$ cat config.mk
export PLATFORM = sky130hd
export DESIGN_NAME = opfr_ctrl
export DESIGN_NICKNAME = d
export VERILOG_FILES = /design/src/hw/rtl/opfr_pkg.sv /design/src/hw/rtl/opfr_ctrl.sv
export SDC_FILE = /design/constraint.sdc
export NUM_CORES = 1
export LEC_CHECK = 0
export ABC_AREA = 0
export BUFFER_PORTS_ARGS = -buffer_cell sky130_fd_sc_hd__buf_4
export CORE_AREA = 4 4 41 43
export DETAILED_ROUTE_END_ITERATION = 10
export DIE_AREA = 0 0 45 47
export HOLD_SLACK_MARGIN = 0.03
export PLACE_DENSITY = 0.32
export SYNTH_ARGS = -nofsm -noshare
export SYNTH_HDL_FRONTEND = slang
export SYNTH_SLANG_ARGS = --single-unit
$ cat constraint.sdc
create_clock -name clk -period 1.4 [get_ports clk]
set_clock_uncertainty 0.15 [all_clocks]
set_input_delay 0.28 -clock clk [delete_from_list [all_inputs] [get_ports clk]]
set_output_delay 0.28 -clock clk [all_outputs]
set_load 0.01 [all_outputs]
$ cat src/hw/rtl/opfr_pkg.sv
// Shared types and constants for the OLED page framebuffer refresh block.
// Used by the controller, the datapath and the top level; no dependencies.
`default_nettype none

package opfr_pkg;

  localparam int COLUMNS_DEFAULT = 128;
  localparam int PAGES_DEFAULT   = 8;

  // Position of the first column byte inside one page's stream.
  localparam int DATA_FIRST = 11;

  localparam logic [1:0] KIND_DRAW    = 2'd0;
  localparam logic [1:0] KIND_CLEAR   = 2'd1;
  localparam logic [1:0] KIND_REFRESH = 2'd2;

  // Register index codes (paddr[2]).
  localparam logic REG_DEV_ADDR = 1'b0;

  localparam logic [7:0] DEV_ADDR_RESET = 8'h78;
  localparam logic [7:0] CTRL_CMD       = 8'h00;
  localparam logic [7:0] CTRL_DATA      = 8'h40;
  localparam logic [7:0] CMD_PAGE_BASE  = 8'hB0;
  localparam logic [7:0] CMD_COL_LO     = 8'h00;
  localparam logic [7:0] CMD_COL_HI     = 8'h10;

  typedef struct packed {
    logic [1:0] kind;
    logic [7:0] pixel_x;
    logic [7:0] pixel_y;
    logic       pixel_on;
  } item_t;

  typedef struct packed {
    logic [7:0] bus_byte;
    logic       start_before;
    logic       stop_after;
    logic       pixel_payload;
    logic       frame_done;
  } result_t;

  // Controller to datapath.
  typedef struct packed {
    logic load;   // capture the item and read the store
    logic exec;   // finish a draw or refresh word
    logic clr;    // write one zero of the clearing sweep
  } cmd_t;

  // Datapath to controller.
  typedef struct packed {
    logic clr_last;  // the sweep writes its last entry this cycle
  } status_t;

endpackage

`default_nettype wire

$ cat src/hw/rtl/opfr_ctrl.sv
// Controller state machine of the OLED page framebuffer refresh block.
// Depends on opfr_pkg for the item, command and status types.
`default_nettype none

module opfr_ctrl (
  input  wire logic              clk,
  input  wire logic              rst,
  input  wire logic              start,
  input  wire logic [1:0]        kind,
  input  wire opfr_pkg::status_t status,
  output logic                   busy,
  output opfr_pkg::cmd_t         cmd
);

  localparam logic [1:0] ST_IDLE  = 2'd0;
  localparam logic [1:0] ST_EXEC  = 2'd1;
  localparam logic [1:0] ST_CLEAR = 2'd2;

  logic [1:0] state;
  logic [1:0] state_next;

  assign busy     = (state != ST_IDLE);
  assign cmd.load = start && !busy;
  assign cmd.exec = (state == ST_EXEC);
  assign cmd.clr  = (state == ST_CLEAR);

  always_comb begin
    state_next = state;
    case (state)
      ST_IDLE: begin
        if (cmd.load) begin
          state_next = (kind == opfr_pkg::KIND_CLEAR) ? ST_CLEAR : ST_EXEC;
        end
      end
      ST_EXEC: begin
        state_next = ST_IDLE;
      end
      ST_CLEAR: begin
        if (status.clr_last) begin
          state_next = ST_IDLE;
        end
      end
      default: begin
        state_next = ST_IDLE;
      end
    endcase
  end

  // Reset starts a clearing sweep so the store reads as all zero.
  always_ff @(posedge clk) begin
    if (rst) begin
      state <= ST_CLEAR;
    end else begin
      state <= state_next;
    end
  end

endmodule

`default_nettype wire

Yosys cells after proc, flatten, opt, wreduce, memory -nomap -nowiden --
Index checks and enable logic that the tools add are counted.
Word-level totals: input bits 6, output and inout port bits 4, logic and storage cells 15, register bits after elaboration 2
Cells by class: reductions and logical operators 5, equality and inequality tests 5, multiplexer cells 4
Operators with widths (number):
- 2-bit two-way mux | 3
- 2-bit by 1-bit == test with 1-bit output (second input constant) | 2
- 2-bit != test (second input constant) | 2
- 2-bit one-hot mux with 2 select lines | 1
- 2-bit == test (second input constant) | 1
- 2-bit zero test | 1
- 2-bit AND reduction | 1
- 2-bit nonzero test | 1
- 1-bit logical AND | 1
- 1-bit zero test | 1

Logic depth before layout (Yosys ltp) --
depth after elaboration 5, mapped depth 2, mapped depth without buffers 2

Least setup slack after synthesis --
OpenSTA, ideal clock, no wires.
path kind reg-to-reg, start point reg state[1], end point reg state[1], clock period less this slack 1029 ps, required time 1128 ps, stages on the path, launching flop included 3, path slack 371 ps, arrival 757 ps, path buffers 0, library setup time 122 ps, cells stage by stage dfxtp_1 -> nor3b_2 -> a311o_1
On the way: cells in the longest elaborated chain, start to end 5, elaborated cells on any way between the ends 9, those cells by class eq/ne (3); mux (1); reduce/logical (5)
RTL lines:
- start, declared | RTL line opfr_ctrl.sv:19 | logic [1:0] state;
- start signal, assigned | RTL line opfr_ctrl.sv:54 | state <= state_next;
- 2-bit nonzero test | RTL line opfr_ctrl.sv:22 | assign busy = (state != ST_IDLE);
- 1-bit zero test | RTL line opfr_ctrl.sv:23 | assign cmd.load = start && !busy;
- 1-bit logical AND | RTL line opfr_ctrl.sv:23
- 2-bit != test (no source line)
- 2-bit AND reduction (no source line)
Several ways; a longest one is shown, not always the timed one. A chain may end at the register's enable or synchronous reset.

==> summary.md <==
| Metric | Value |
|---|---|
| Reported net switching power | `0.0502 mW` |
| Main area contributors after synthesis | `dfxtp_1, nor3b_2, nor2b_1, a311o_1, and2b_2` |
| Fraction of power spent switching nets | `0.215` |
| Number of H-tree branching levels | `1` |
| Number of different library cells in the post-synthesis netlist | `8` |
| Antenna diode count | `0` |
| Clock latency on the worst-skew pair | `roughly 0.22 ns` |
| Total negative slack for setup checks | `0 ns` |
| Number of flip-flops in the largest register | `2` |
| Areal power density over the cells | `slightly above 1000 nW/um^2` |
| Detail-routed via count per cell | `between 3 and 4` |
| Total of max-cap violations | `0` |
| Placer congestion estimate | `slightly below 0.7` |
| Vias in the first global route | `110` |
| Part of the total power dissipated in combinational logic | `0.181` |
| Data required time of the worst path | `a little under 1 ns` |
| Final net count | `31` |
| Setup crit end kind | `output pin` |
| Status | `finished clean` |
| Setup crit start kind | `flip-flop` |
| Cell-by-cell trace of the critical path | `and2b_2 -> buf_4` |
| Total grt overflow | `0` |
| Synthesis warning total | `0` |
| M2 GR Usage | `0.0339` |
| Half-perimeter wire length after placement | `about 250 um` |
| Portion of the clock cycle consumed by the worst path in the final layout | `0.964` |
| Setup-violating endpoint count in the final report | `0` |
| CTS Buffer Depth | `2` |
| Maximum vdd ir drop | `0.000298 V` |
| Overall power after layout | `between 0.2 and 0.25 mW` |
| Source of the worst hold timing path | `rst` |
| Share of layout cells above drive strength 1 | `0.783` |
| Cell area after synthesis | `around 110 um^2` |
| Met1 layer usage reported by global route | `0.0293` |
| Peak Freq | `741 MHz` |
| Slew margin rel. | `0.884` |
| Relative area change from synthesis to final layout | `104%` |
| Count of final max-slew check failures | `0` |
| Unrepaired setup endpoints after global routing | `no` |
| Share of power burned in the clock network | `0.536` |
| Core Area | `about 1300 um^2` |
| Registers with the most flip-flops | `state x2` |
| Worst r2r dst | `state[1]$_SDFFE_PP1P_` |
| Number of sinks on the clock net | `2` |
| Pin count of the biggest net entering global routing | `6` |
| Number of I/O port buffers | `9` |
| Async set-reset flop share out of synthesis | `0` |
| Worst reg2reg setup slack | `around 0.34 ns` |
| Sequential fraction of the synthesis area | `0.360` |
| Routing layer with the top usage in global route | `met3` |
| Startpoint of the worst-slack reg-to-reg timing path | `state[1]$_SDFFE_PP1P_` |
| Sequential share of power | `0.282` |
| Power Internal | `between 0.15 and 0.2 mW` |
| Routed length per instance | `8.45 um` |
| Flops & latches, synth | `2` |
| Cells on worst reg2reg path | `2` |
| Final Hold Vio Count | `0` |
| Dominant synthesized flop cell | `dfxtp_1` |
| CP Data Arrival Time | `around 0.92 ns` |
| Count of TritonRoute iterations in the first routing pass | `2` |
| Sum of routed wire length over all layers | `roughly 320 um` |
| Post-synthesis cell type with the largest combined area | `dfxtp_1` |
| Die width | `45 um` |
| Type of the setup path with the least slack | `flip-flop to output pin` |
| Initial antenna violation count | `0` |
| Initial core utilization | `0.0856` |
| Count of filler cells inserted in the layout | `156` |
| TritonCTS clock tree | `yes` |
| Post-synthesis average cell area | `around 10 um^2` |
| Vias after detailed routing | `130` |
| Hold Crit Endpoint | `state[0]$_SDFFE_PP0P_` |
| Crit-path max FO | `5` |
| Wire length of the first global-routing pass | `approximately 450 um` |
| Number of cell rows | `13` |
| Register name with the most flops | `state` |
| Chip height | `between 40 and 50 um` |
| Number of cells on the worst hold path | `2` |
| Cells after Synth | `11` |
| Cts bufs inserted | `3` |
| Syn_nets | `17` |
| Pleak | `roughly 0.1 nW` |
| Total track usage | `0.0378` |
| Standard cell with the maximum stage delay on the critical path | `dfxtp_4` |
| DRC | `0` |
| Largest stage delay on the critical path | `~0.35 ns` |
| Startpoint of the worst setup timing path | `state[1]$_SDFFE_PP1P_` |
| Clock transition time at the flip-flop clock pins of the worst setup and hold paths | `0.03 ns` |
| Met3 Use GR | `0.0651` |
| Actual slew at the worst max-slew pin | `~0.17 ns` |
| ANT nets after route | `0` |
| Sequential cell area | `~45 um^2` |
| Number of I/O pins | `10` |
| Full die area | `between 2000 and 2500 um^2` |
| Count of flip-flops with a built-in enable after synthesis | `0` |
| Multi-input gate area in the final layout | `between 70 and 80 um^2` |
| Cell at the root of the clock tree | `clkbuf_4` |
| Most frequent cells after synthesis | `dfxtp_1, nor2b_1, nor3b_2` |
| Number of DRC markers after the initial detailed-route iteration | `1` |
| Final period demand of the worst path | `between 1 and 1.5 ns` |
| Fraction of synthesized cell area taken by the top area cell type | `0.360` |
| HP Class | `primary input to flip-flop` |
[layout by cell type, fill, tap and decap left out, drive strengths merged]
| cell | synthesis | routed |
|---|---|---|
| buf | 0 | 9 |
| clkbuf | 0 | 3 |
| nor3b | 3 | 3 |
| nor2b | 2 | 2 |
| dfxtp | 2 | 2 |
| nor2 | 1 | 1 |
| inv | 1 | 1 |
| and2b | 1 | 1 |
| a311o | 1 | 1 |
[power by group through the flow]
stage / sequential [mW] / clock (mW) / combinational, mW
2_1_floorplan: 0.0649 / 0 / 0.0183
3_3_place_gp: 0.0659 / 0 / 0.0428
3_5_place_dp: 0.0658 / 0 / 0.0425
4_1_cts: 0.0657 / 0.137 / 0.0425
5_1_grt: 0.0661 / 0.149 / 0.0459
6_report: 0.0659 / 0.125 / 0.0424
[through the flow]
step | utilization | cells | setup slack [ns] | hold slack, ns | area (um^2)
final | 0.175 | 38 | 0.0507 | 0.0777 | 228
after global routing | 0.175 | 38 | 0.00860 | 0.0615 | 228
after CTS | 0.170 | 38 | 0.0348 | 0.0754 | 221
after detailed placement | 0.152 | 35 | 0.242 | 0.315 | 198
after global placement | 0.152 | 35 | 0.233 | 0.313 | 198
after floorplan | - | 11 | 0.371 | 0.206 | 111
[worst max path at each step]
stage	endpoint	slack (ns)	cells after the start
global placement	cmd[1]	0.23	2
CTS	cmd[1]	0.03	2
detailed placement	cmd[1]	0.24	2
floorplan	state[1]$_SDFFE_PP1P_	0.37	2
finish	cmd[1]	0.05	2
global route	cmd[1]	0.009	2
[layer usage]
metal  share of wire  routed length (um)  up-vias
met5               0                   0        -
met4               0                   0        0
met3            0.29                  94        0
met2            0.32                 103       11
met1            0.38                 123       55
li1                -                   -       64
[area by class of cell]
| class | instances | share of cell area |
|---|---|---|
| Multi-Input combinational cell | 8 | 0.308 |
| Timing Repair Buffer | 9 | 0.297 |
| Sequential cell | 2 | 0.198 |
| Clock buffer | 3 | 0.0989 |
| Tap cell | 15 | 0.0824 |
| Inverter | 1 | 0.0165 |
[critical path, delay by kind of cell (launching register included)]
kind | cells | cell delay, ns
flip-flops | 1 | 0.35
AND/OR/NAND/NOR | 1 | 0.21
buffers and inverters | 1 | 0.14
[logic make-up (layout without fill, tap and decap cells)]
logic type             Yosys count  in the layout  share of synthesized area
and+or+nand+nor                  7              7                      0.517
DFF                              2              2                      0.360
AOI/OAI and AO/OA                1              1                     0.0899
buffers and inverters            1             13                     0.0337
[timing repair]
item / CTS / global route
endpoints found under the setup margin: 1 / 1
hold endpoints to repair: 0 / 0
resized for setup: 1 / 3
hold buffers: 0 / 0
pin swaps: 0 / 0
setup buffers: 0 / 0
Power figures use the tool's default switching activity.
